===== src/sv/flvd_pkg.sv =====
`timescale 1ns / 1ps
`default_nettype none
// ----------------------------------------------------------------------------
// flvd_pkg: shared types and constants of the container deframer
// Parser phases, result kinds, error codes and the result word layout.
// ----------------------------------------------------------------------------
package flvd_pkg;

   // Signature bytes "FLV" and the only legal header length
   localparam logic [23:0] SIG_WORD = 24'h464C56;
   localparam logic [31:0] HDR_LEN  = 32'd9;

   // Byte counts of the multi-byte fields
   localparam logic [2:0] SIG_BYTES  = 3'd3;
   localparam logic [2:0] WORD_BYTES = 3'd4;
   localparam logic [2:0] U24_BYTES  = 3'd3;

   typedef enum logic [3:0] {
      PH_SIG,
      PH_VER,
      PH_FLAGS,
      PH_HLEN,
      PH_PREV0,
      PH_TYPE,
      PH_SIZE,
      PH_TS,
      PH_TSX,
      PH_SID,
      PH_SKIP,
      PH_PREV,
      PH_ERR
   } phase_type;

   typedef enum logic [1:0] {
      KIND_HEADER,
      KIND_TAG,
      KIND_ERROR
   } kind_type;

   typedef enum logic [1:0] {
      ERR_NONE,
      ERR_SIGNATURE,
      ERR_HEADER_LEN,
      ERR_TRUNCATED
   } err_type;

   // One result word
   typedef struct packed {
      logic [31:0] previous_tag_size;
      logic [23:0] stream_id;
      logic [31:0] timestamp;
      logic [23:0] data_size;
      logic        encrypted;
      logic [4:0]  tag_type;
      logic        has_video;
      logic        has_audio;
      logic [7:0]  version;
      err_type     error_code;
      kind_type    kind;
   } rsp_item_type;

endpackage : flvd_pkg
`default_nettype wire


===== src/sv/flv_stream_deframer.sv =====
`timescale 1ns / 1ps
`default_nettype none
// ----------------------------------------------------------------------------
// flv_stream_deframer: container header and tag parser
// Byte-wide stream in, one header, tag or error word out per parsed unit.
// ----------------------------------------------------------------------------
// The block takes one byte per cycle (req_tlast marks the last byte of a
// stream) and never stalls the input for its own work: each byte updates the
// parser registers in the cycle it is accepted. A header word is returned
// once the size word after the file header is complete, a tag word once the
// size word after the tag is complete; payload bytes are counted and dropped.
// Results go into a two-word output queue, so input is only held back when
// two results are waiting. An error word (bad signature, bad header length,
// truncated stream) sticks: later bytes are taken and dropped until reset.
// A last byte that completes a header or tag returns the parser to its
// start, ready for a new stream.
module flv_stream_deframer (
   input  wire logic         clock,
   input  wire logic         reset,
   input  wire logic         req_tvalid,
   output      logic         req_tready,
   input  wire logic [7:0]   req_tdata,   // [7:0] data_byte
   input  wire logic         req_tlast,   // final_byte
   output      logic         rsp_tvalid,
   input  wire logic         rsp_tready,
   // [1:0] error_code, [9:2] version, [10] has_audio, [11] has_video,
   // [16:12] tag_type, [17] encrypted, [41:18] data_size,
   // [73:42] timestamp, [97:74] stream_id, [129:98] previous_tag_size
   output      logic [135:0] rsp_tdata,
   output      logic [1:0]   rsp_tuser    // [1:0] kind
);
   import flvd_pkg::*;

   // Parser registers
   phase_type    phase_ff,   phase_in;
   logic [2:0]   idx_ff,     idx_in;
   logic [31:0]  acc_ff,     acc_in;
   logic [23:0]  left_ff,    left_in;
   logic [9:0]   verfl_ff,   verfl_in;
   logic [5:0]   tbits_ff,   tbits_in;
   logic [23:0]  size_ff,    size_in;
   logic [31:0]  time_ff,    time_in;
   logic [23:0]  stream_ff,  stream_in;

   // Output queue: head word and one waiting word behind it
   rsp_item_type head_ff,    head_in;
   rsp_item_type tail_ff,    tail_in;
   logic         head_v_ff,  head_v_in;
   logic         tail_v_ff,  tail_v_in;

   logic         accept;
   logic         pop;
   logic         res_valid;
   rsp_item_type res;
   logic         clean;
   logic         err_hit;
   logic [31:0]  acc_shift;
   logic [2:0]   idx_inc;
   logic [23:0]  left_dec;
   logic         head_v_mid;
   rsp_item_type head_mid;

   assign req_tready = ~tail_v_ff;
   assign accept     = req_tvalid & req_tready;
   assign pop        = head_v_ff & rsp_tready;

   assign acc_shift = {acc_ff[23:0], req_tdata};
   assign idx_inc   = idx_ff + 3'd1;
   assign left_dec  = left_ff - 24'd1;

   // Parser next state and result
   always_comb begin
      phase_in  = phase_ff;
      idx_in    = idx_ff;
      acc_in    = acc_ff;
      left_in   = left_ff;
      verfl_in  = verfl_ff;
      tbits_in  = tbits_ff;
      size_in   = size_ff;
      time_in   = time_ff;
      stream_in = stream_ff;
      res       = '0;
      res_valid = 1'b0;
      clean     = 1'b0;
      err_hit   = 1'b0;

      if (accept) begin
         unique case (phase_ff)
            PH_SIG: begin
               acc_in = acc_shift;
               idx_in = idx_inc;
               if (idx_inc == SIG_BYTES) begin
                  idx_in = '0;
                  if (acc_shift[23:0] != SIG_WORD) begin
                     err_hit        = 1'b1;
                     res_valid      = 1'b1;
                     res.kind       = KIND_ERROR;
                     res.error_code = ERR_SIGNATURE;
                     phase_in       = PH_ERR;
                  end else begin
                     acc_in   = '0;
                     phase_in = PH_VER;
                  end
               end
            end
            PH_VER: begin
               verfl_in = {req_tdata, 2'b00};
               phase_in = PH_FLAGS;
            end
            PH_FLAGS: begin
               verfl_in = {verfl_ff[9:2], req_tdata[2], req_tdata[0]};
               phase_in = PH_HLEN;
            end
            PH_HLEN: begin
               acc_in = acc_shift;
               idx_in = idx_inc;
               if (idx_inc == WORD_BYTES) begin
                  idx_in = '0;
                  if (acc_shift != HDR_LEN) begin
                     err_hit        = 1'b1;
                     res_valid      = 1'b1;
                     res.kind       = KIND_ERROR;
                     res.error_code = ERR_HEADER_LEN;
                     phase_in       = PH_ERR;
                  end else begin
                     acc_in   = '0;
                     phase_in = PH_PREV0;
                  end
               end
            end
            PH_PREV0: begin
               acc_in = acc_shift;
               idx_in = idx_inc;
               if (idx_inc == WORD_BYTES) begin
                  res_valid             = 1'b1;
                  res.kind              = KIND_HEADER;
                  res.version           = verfl_ff[9:2];
                  res.has_audio         = verfl_ff[1];
                  res.has_video         = verfl_ff[0];
                  res.previous_tag_size = acc_shift;
                  idx_in                = '0;
                  acc_in                = '0;
                  phase_in              = PH_TYPE;
                  clean                 = 1'b1;
               end
            end
            PH_TYPE: begin
               tbits_in = req_tdata[5:0];
               phase_in = PH_SIZE;
            end
            PH_SIZE: begin
               acc_in = acc_shift;
               idx_in = idx_inc;
               if (idx_inc == U24_BYTES) begin
                  size_in  = acc_shift[23:0];
                  left_in  = acc_shift[23:0];
                  idx_in   = '0;
                  acc_in   = '0;
                  phase_in = PH_TS;
               end
            end
            PH_TS: begin
               acc_in = acc_shift;
               idx_in = idx_inc;
               if (idx_inc == U24_BYTES) begin
                  time_in  = {8'd0, acc_shift[23:0]};
                  idx_in   = '0;
                  acc_in   = '0;
                  phase_in = PH_TSX;
               end
            end
            PH_TSX: begin
               time_in  = {req_tdata, time_ff[23:0]};
               phase_in = PH_SID;
            end
            PH_SID: begin
               acc_in = acc_shift;
               idx_in = idx_inc;
               if (idx_inc == U24_BYTES) begin
                  stream_in = acc_shift[23:0];
                  idx_in    = '0;
                  acc_in    = '0;
                  phase_in  = (left_ff != '0) ? PH_SKIP : PH_PREV;
               end
            end
            PH_SKIP: begin
               left_in = left_dec;
               if (left_dec == '0) begin
                  phase_in = PH_PREV;
               end
            end
            PH_PREV: begin
               acc_in = acc_shift;
               idx_in = idx_inc;
               if (idx_inc == WORD_BYTES) begin
                  res_valid             = 1'b1;
                  res.kind              = KIND_TAG;
                  res.tag_type          = tbits_ff[4:0];
                  res.encrypted         = tbits_ff[5];
                  res.data_size         = size_ff;
                  res.timestamp         = time_ff;
                  res.stream_id         = stream_ff;
                  res.previous_tag_size = acc_shift;
                  idx_in                = '0;
                  acc_in                = '0;
                  phase_in              = PH_TYPE;
                  clean                 = 1'b1;
               end
            end
            PH_ERR: begin
               // sticky: drop the word
            end
            default: begin
               err_hit        = 1'b1;
               res_valid      = 1'b1;
               res            = '0;
               res.kind       = KIND_ERROR;
               res.error_code = ERR_TRUNCATED;
               phase_in       = PH_ERR;
            end
         endcase

         // Last byte of a stream: restart after a clean unit, else truncated
         if (req_tlast && !err_hit && phase_ff != PH_ERR) begin
            if (clean) begin
               phase_in  = PH_SIG;
               idx_in    = '0;
               acc_in    = '0;
               left_in   = '0;
               verfl_in  = '0;
               tbits_in  = '0;
               size_in   = '0;
               time_in   = '0;
               stream_in = '0;
            end else begin
               res_valid      = 1'b1;
               res            = '0;
               res.kind       = KIND_ERROR;
               res.error_code = ERR_TRUNCATED;
               phase_in       = PH_ERR;
            end
         end
      end
   end

   // Output queue: pop shifts the waiting word forward, push fills first free
   always_comb begin
      head_mid   = head_ff;
      head_v_mid = head_v_ff;
      tail_in    = tail_ff;
      tail_v_in  = tail_v_ff;
      if (pop) begin
         head_mid   = tail_ff;
         head_v_mid = tail_v_ff;
         tail_v_in  = 1'b0;
      end
      head_in   = head_mid;
      head_v_in = head_v_mid;
      if (res_valid) begin
         if (!head_v_mid) begin
            head_in   = res;
            head_v_in = 1'b1;
         end else begin
            tail_in   = res;
            tail_v_in = 1'b1;
         end
      end
   end

   // Control and parser state
   always_ff @(posedge clock) begin
      if (reset) begin
         phase_ff  <= PH_SIG;
         idx_ff    <= '0;
         acc_ff    <= '0;
         left_ff   <= '0;
         verfl_ff  <= '0;
         tbits_ff  <= '0;
         size_ff   <= '0;
         time_ff   <= '0;
         stream_ff <= '0;
         head_v_ff <= 1'b0;
         tail_v_ff <= 1'b0;
      end else begin
         phase_ff  <= phase_in;
         idx_ff    <= idx_in;
         acc_ff    <= acc_in;
         left_ff   <= left_in;
         verfl_ff  <= verfl_in;
         tbits_ff  <= tbits_in;
         size_ff   <= size_in;
         time_ff   <= time_in;
         stream_ff <= stream_in;
         head_v_ff <= head_v_in;
         tail_v_ff <= tail_v_in;
      end
   end

   // Result words
   always_ff @(posedge clock) begin
      head_ff <= head_in;
      tail_ff <= tail_in;
   end

   assign rsp_tvalid = head_v_ff;
   assign rsp_tuser  = head_ff.kind;
   assign rsp_tdata  = {6'd0,
                        head_ff.previous_tag_size,
                        head_ff.stream_id,
                        head_ff.timestamp,
                        head_ff.data_size,
                        head_ff.encrypted,
                        head_ff.tag_type,
                        head_ff.has_video,
                        head_ff.has_audio,
                        head_ff.version,
                        head_ff.error_code};

endmodule : flv_stream_deframer
`default_nettype wire


===== config.mk =====
export PLATFORM = sky130hd
export DESIGN_NAME = flv_stream_deframer
export DESIGN_NICKNAME = d
export VERILOG_FILES = /design/src/sv/flvd_pkg.sv /design/src/sv/flv_stream_deframer.sv
export SDC_FILE = /design/constraint.sdc
export NUM_CORES = 1
export LEC_CHECK = 0
export ABC_AREA = 1
export ABC_CLOCK_PERIOD_IN_PS = 15020
export BUFFER_PORTS_ARGS = -buffer_cell sky130_fd_sc_hd__buf_2
export CAP_MARGIN = 20
export CORE_MARGIN = 3
export CORE_UTILIZATION = 50
export CTS_CLUSTER_DIAMETER = 50
export DETAILED_ROUTE_END_ITERATION = 10
export PLACE_DENSITY = 0.73
export SYNTH_ARGS = -nofsm -noshare
export SYNTH_HDL_FRONTEND = slang
export SYNTH_SLANG_ARGS = --single-unit

===== constraint.sdc =====
create_clock -name clock -period 15.02 [get_ports clock]
set_clock_uncertainty 0.1 [all_clocks]
set_input_delay 0.751 -clock clock [delete_from_list [all_inputs] [get_ports clock]]
set_output_delay 0.751 -clock clock [all_outputs]
set_load 0.01 [all_outputs]

==> metrics, run 1 <==
count leader, synth nand2_1; clk sinks 417; Die Y-Extent 202 um; PD cells 157 nW/um^2; vias 16300; Pre-Repair DR Iteration Count 6; RSZ-0062 raised after global routing false; hold_sp time_ff[5]$_SDFFE_PP0P_; root buf cell clkbuf_16; Yosys top cell area share 29.6%; Register-to-Register Path Depth 13; DR iter-0 viols 1477; first-pass GRT wire length 81000 um; Setup crit end kind flip-flop; I/O Pins 153; YS warnings 0; DP Worst Slack 10350 ps; Post-synth EDFFs 132; nets 2367; Clk Latency, worst-skew pair 590 ps; share of cells above drive strength 1 16.6%; gpl congestion 0.904; DRC Markers 0; Main synth FF type dfxtp_1; Crit path top cell by count nand3_2; Max Transition Viols Final 0; Worst Hold Class flip-flop to flip-flop; total CTS buffers 47; Required @ worst endpoint 15350 ps; initial antenna violation count 0; synth cell count leaders nand2_1, dfxtp_1, a21oi_1, inv_1, o21ai_0; crit-path max FO 90; IO Port Bufs 146; # diodes 0; Setup Buffers After CTS 0; startpoint types flip-flop; vias in the first global route 14800; CTS-repair resized insts 0; Worst Path Arrival 4970 ps; Post-DP HPWL 33800 um; Core Rows 71; final std cells w/o fill 2898; maximum clock rate 0.216 GHz; Critical-path top delay cell buf_4; setup TNS 0 ps; total congestion overflow 0; Max VDD drop 0.101 mV; Longest Clk Path Bufs 3; setup violators final 0; final hold viol count 0; R2R setup slack 10390 ps; post-synthesis cell type count 41; Crit Path Class flip-flop to flip-flop; Post-Route WL 52000 um; Max transition margin 24.2%; remaining antenna violation count 0; biggest cell delay along the critical path 740 ps; setup ws final 10390 ps; largest net degree at the start of global routing 115; ys async rst share 0%; htree depth 2; period utilization 30.8%; Syn Area/Cell 8.42 um^2; Initial Util 50.9%; Worst R2R End rsp_tdata[76]$_DFF_P_; synth top area cells dfxtp_1, edfxtp_1, nand2_1; post-synth top area cell dfxtp_1; Fin Hold WS 364 ps; Synth Cell Area 19300 um^2; dpl cells 2809; post-synthesis sequential area ratio 50.2%; Die W 202 um; Die ar. 40900 um^2; Max Cap Viol 0; hold path depth 2; Core ar. 37800 um^2; clk slew on worst S/H paths 60 ps; hold_buf cts 0; status finished, final reports clean; Tmin final 4630 ps; Synth Register Bits 417; Worst-Margin Slew 1140 ps; hold endpoint time_ff[5]$_SDFFE_PP0P_; worst reg2reg startpoint idx_ff[0]$_SDFFE_PP0P_; gr usage total 24.3%; WL/cell 17.9 um; Layout area overhead 12.1%; CTS tree built; Leak 8.75 nW; Gate Count Post-Synth 2289; CP Cell Sequence ha_1 -> ha_1 -> nand2_1 -> inv_2 -> nand3_2 -> nand2_2 -> nor2_4 -> nand3_2 -> nand3_2 -> nand3_4 -> buf_4 -> buf_4 -> o21ai_0; detail-routed via count per cell 5.62
==> worst max path at each step <==
stage	start	end	cells after the start
detailed placement	idx_ff[0]$_SDFFE_PP0P_	rsp_tdata[17]$_DFF_P_	13
CTS	idx_ff[0]$_SDFFE_PP0P_	rsp_tdata[17]$_DFF_P_	13
finish	idx_ff[0]$_SDFFE_PP0P_	rsp_tdata[76]$_DFF_P_	13
global route	idx_ff[0]$_SDFFE_PP0P_	rsp_tdata[82]$_DFF_P_	14
floorplan	req_tdata[5]	tail_ff[0]$_DFFE_PP_	11
global placement	idx_ff[0]$_SDFFE_PP0P_	rsp_tdata[83]$_DFF_P_	13
==> area by class of cell <==
cell class,instances,area (um^2)
clock buffers,69,1320
clock inverters,19,171
fillers,3389,16200
inverters,186,703
multi-input cells,1532,8200
flip-flops and latches,417,9670
well taps,511,639
repair buffers,164,893
==> logic make-up (layout without fill, tap and decap cells) <==
logic type,count (synthesis),in the layout,synth area share [%]
other,1,6,0.0195
XOR/XNOR,4,4,0.182
flip-flops,417,417,50.2
adder cells (fa/ha/maj),6,6,0.390
buffers and inverters,345,438,7.42
AND/OR/NAND/NOR,863,863,18.2
AO/OA/AOI/OAI,521,521,15.9
multiplexers,132,132,7.70
==> power by group <==
part | total (mW) | switching, mW | internal [mW]
clock | 1.11 | 0.461 | 0.648
sequential | 1.44 | 0.126 | 1.32
combinational | 0.838 | 0.517 | 0.321
==> stage by stage <==
step                util (%)  power, mW  cell area [um^2]
floorplan                  -       2.02             19300
global placement        53.0       2.27             20100
detailed placement      53.1       2.30             20100
CTS                     57.0       3.41             21600
global route            57.1       3.56             21600
finish                  57.1       3.39             21600
==> flip-flops by register name, indices dropped and copies added, names as in the netlist <==
signal and flops:
acc_ff 24, phase_ff 4, rsp_tuser 2, idx_ff 3, rsp_tdata 130, rsp_tvalid 1, tbits_ff 6, stream_ff 24
tail_v_ff 1, tail_ff 132, size_ff 24, verfl_ff 10, left_ff 24, time_ff 32
==> critical path, delay by kind of cell, from the launching register on <==
family | cells | cell delay [ps]
buf+inv | 3 | 1980
fa+ha+maj | 2 | 530
simple gates | 7 | 1210
compound gates | 1 | 180
flops | 1 | 350
==> layer usage <==
layer / wire, um / share of wire [%] / GRT usage (%)
met5: 0 / 0 / 0
met4: 1360 / 2.6 / 7.45
met3: 3560 / 6.8 / 4.83
met2: 24600 / 47 / 39.8
met1: 22500 / 43 / 32.8
==> layout by cell type, fill, tap and decap left out, drive strengths merged <==
master and count:
nand2 615, nor2 134, nor4 1, clkbuf 69, nor3b 8, o211ai 97
conb 6, dfxtp 285, a211oi 4, nand3 51, a22oi 1, edfxtp 132
nand4 17, or2 1, mux2i 3, o311ai 1, o221ai 50, clkinv 12
o22ai 12, a21oi 178, nand3b 4, bufinv 2, xor2 1, ha 6
mux2 129, inv 191, nor3 32, o21ai 177, a31oi 1, buf 164
xnor2 3
No activity file was read; power rests on OpenSTA's default activity.
==> run 2: changes to the inputs <==
--- a/config.mk
+++ b/config.mk
@@ -6,7 +6,7 @@
 export NUM_CORES = 1
 export LEC_CHECK = 0
 export ABC_AREA = 1
-export ABC_CLOCK_PERIOD_IN_PS = 15020
+export ABC_CLOCK_PERIOD_IN_PS = 4500
 export BUFFER_PORTS_ARGS = -buffer_cell sky130_fd_sc_hd__buf_2
 export CAP_MARGIN = 20
 export CORE_MARGIN = 3
==> constraint.sdc (replaced) <==
create_clock -name clock -period 4.5 [get_ports clock]
set_clock_uncertainty 0.1 [all_clocks]
set_input_delay 0.225 -clock clock [delete_from_list [all_inputs] [get_ports clock]]
set_output_delay 0.225 -clock clock [all_outputs]
set_load 0.01 [all_outputs]
==> run 2 against run 1 <==
Against the previous run:
- global-route usage is 0.10 points higher
- die area stayed put
- worst setup slack got worse by 9300 ps
- via count rose by 0.12%
- clock power grew to 3.3 times the previous value
- sequential power rose to 3.4 times the previous value
- combinational power grew to 3.3 times the previous value
- register-to-register slack got worse by 9300 ps
- sequential share of layout area down 0.24 points
- critical path depth decreased by 1
- non-clock buffer count grew 9
==> metrics, run 2 (same netlist as run 1, synthesis figures left out) <==
register area 9670 um^2 (unchanged); startpoint types flip-flop (unchanged); biggest cell delay along the critical path 460 ps (was 740 ps); clk sinks 417 (unchanged); Max transition margin 30.4% (was 24.2%); CTS tree built (unchanged); fillers 3336 (was 3389); dpl cells 2812 (was 2809); DR iter-0 viols 1505 (was 1477); power after layout 11.3 mW (was 3.39 mW); detail-routed via count per cell 5.62 (about the same); Required @ worst endpoint 4810 ps (was 15350 ps); Fin Hold WS 48.0 ps (was 364 ps); CP Cell Sequence inv_1 -> nand2_1 -> inv_1 -> nand2_1 -> nand2_1 -> inv_2 -> nor2_1 -> inv_1 -> nand3_2 -> nand3_4 -> buf_12 -> o21ai_0 (was ha_1 -> ha_1 -> nand2_1 -> inv_2 -> nand3_2 -> nand2_2 -> nor2_4 -> nand3_2 -> nand3_2 -> nand3_4 -> buf_4 -> buf_4 -> o21ai_0); WL/cell 17.7 um (was 17.9 um); DP Area 20200 um^2 (was 20100 um^2); IO Port Bufs 146 (unchanged); total congestion overflow 0 (unchanged); commonest non-fill, non-tap cell in the layout nand2_1 (unchanged); Layout area overhead 12.7% (was 12.1%); Worst Path Arrival 3730 ps (was 4970 ps); root buf cell clkbuf_16 (unchanged); gpl congestion 0.904 (about the same); crit-path max FO 189 (was 90); Clk Latency, worst-skew pair 580 ps (was 590 ps); Worst-Margin Slew 1040 ps (was 1140 ps); final hold viol count 0 (unchanged); hold_buf cts 6 (was 0); PD cells 520 nW/um^2 (was 157 nW/um^2); htree depth 2 (unchanged); RSZ-0062 raised after global routing false (unchanged); vias 16300 (about the same); DRC Markers 0 (unchanged); Initial Util 50.9% (unchanged); nets 2375 (was 2367); Post-Route WL 51500 um (was 52000 um); Max VDD drop 0.313 mV (was 0.101 mV); Leak 8.80 nW (was 8.75 nW); CP Buf/Inv Count 5 (was 3); period utilization 76.1% (was 30.8%); status finished, final reports clean (unchanged); CTS-repair resized insts 0 (unchanged); Crit Path Class flip-flop to flip-flop (unchanged); Setup Buffers After CTS 0 (unchanged); most frequent cells in the layout nand2_1, dfxtp_1, a21oi_1, inv_1, buf_2 (unchanged); clk slew on worst S/H paths 60 ps (about the same); Pre-Repair DR Iteration Count 6 (unchanged); Longest Clk Path Bufs 3 (unchanged); Critical-path top delay cell buf_12 (was buf_4); setup TNS 0 ps (unchanged); maximum clock rate 0.292 GHz (was 0.216 GHz); Die Y-Extent 202 um (unchanged); Worst Hold Class primary input to flip-flop (was flip-flop to flip-flop); total CTS buffers 46 (was 47); Finished Cell Area 21700 um^2 (was 21600 um^2); Core ar. 37800 um^2 (unchanged); final std cells w/o fill 2905 (was 2898); Core Rows 71 (unchanged); remaining antenna violation count 0 (unchanged); Tmin final 3420 ps (was 4630 ps); Die W 202 um (unchanged); setup violators final 0 (unchanged); Die ar. 40900 um^2 (unchanged); Setup crit end kind flip-flop (unchanged); gr usage total 24.4% (was 24.3%); number of flip-flops in the largest register 132 (unchanged); initial antenna violation count 1 (was 0); Max Transition Viols Final 0 (unchanged); Top delay family on crit path buffers and inverters (unchanged); Max Cap Viol 0 (unchanged); first-pass GRT wire length 81500 um (was 81000 um); largest net degree at the start of global routing 190 (was 115); share of cells above drive strength 1 16.8% (was 16.6%); Post-DP HPWL 33100 um (was 33800 um); Multi-input gate area 8200 um^2 (unchanged); I/O Pins 153 (unchanged); vias in the first global route 15100 (was 14800); Most flops, register tail_ff (unchanged)
==> run 2: changes by cell type in the layout (fill, tap and decap cells not counted), moves of 2 or more <==
cell,previous run,this run
inv_6,6,4
clkinv_1,7,2
buf_12,0,5
clkinvlp_4,0,3
clkbuf_8,4,7
dlygate4sd3_1,0,6
==> run 2: worst paths after layout <==
path | slack [ps] | end | from | cells after the start
worst max register to register | 1080 | rsp_tdata[29]$_DFF_P_ | phase_ff[3]$_SDFFE_PP0P_ | 12
worst max-delay path | 1080 | rsp_tdata[29]$_DFF_P_ | phase_ff[3]$_SDFFE_PP0P_ | 12
worst min register to register | 360 | time_ff[22]$_SDFFE_PP0P_ | time_ff[22]$_SDFFE_PP0P_ | 2
worst min-delay path | 50 | time_ff[0]$_SDFFE_PP0P_ | req_tdata[0] | 3
==> run 2: per-stage QoR <==
stage	setup slack, ps	utilization [%]
4_1_cts	1200	57.3
3_5_place_dp	1240	53.3
6_report	1080	57.4
2_1_floorplan	323	-
5_1_grt	784	57.4
3_3_place_gp	1340	53.3
==> run 2: power by group <==
part / internal [mW] / switching (mW)
sequential: 4.40 / 0.426
combinational: 1.08 / 1.71
clock: 2.15 / 1.53
==> run 2: worst reg2reg max path, stage by stage (launching register included) <==
cell and delay (ps):
dfxtp_1 420, inv_1 80, nand2_1 110, inv_1 80
nand2_1 290, nand2_1 360, inv_2 450, nor2_1 110
inv_1 100, nand3_2 130, nand3_4 110, buf_12 460
o21ai_0 460
==> run 2: cell type report <==
type | instances | share of cell area, %
Tap cell | 511 | 2.94
Multi-Input combinational cell | 1532 | 37.8
Inverter | 186 | 3.24
Sequential cell | 417 | 44.5
Antenna cell | 1 | 0.0115
Timing Repair Buffer | 173 | 4.69
Clock inverter | 14 | 0.565
Clock buffer | 71 | 6.25
==> run 2: per-layer routing <==
metal / global-route usage [%] / part of all wire (%) / vias up
met5: 0 / 0 / -
met4: 9.97 / 4.2 / 0
met3: 4.57 / 7.5 / 131
met2: 38.2 / 45 / 610
met1: 33.6 / 43 / 7661
li1: - / - / 7910
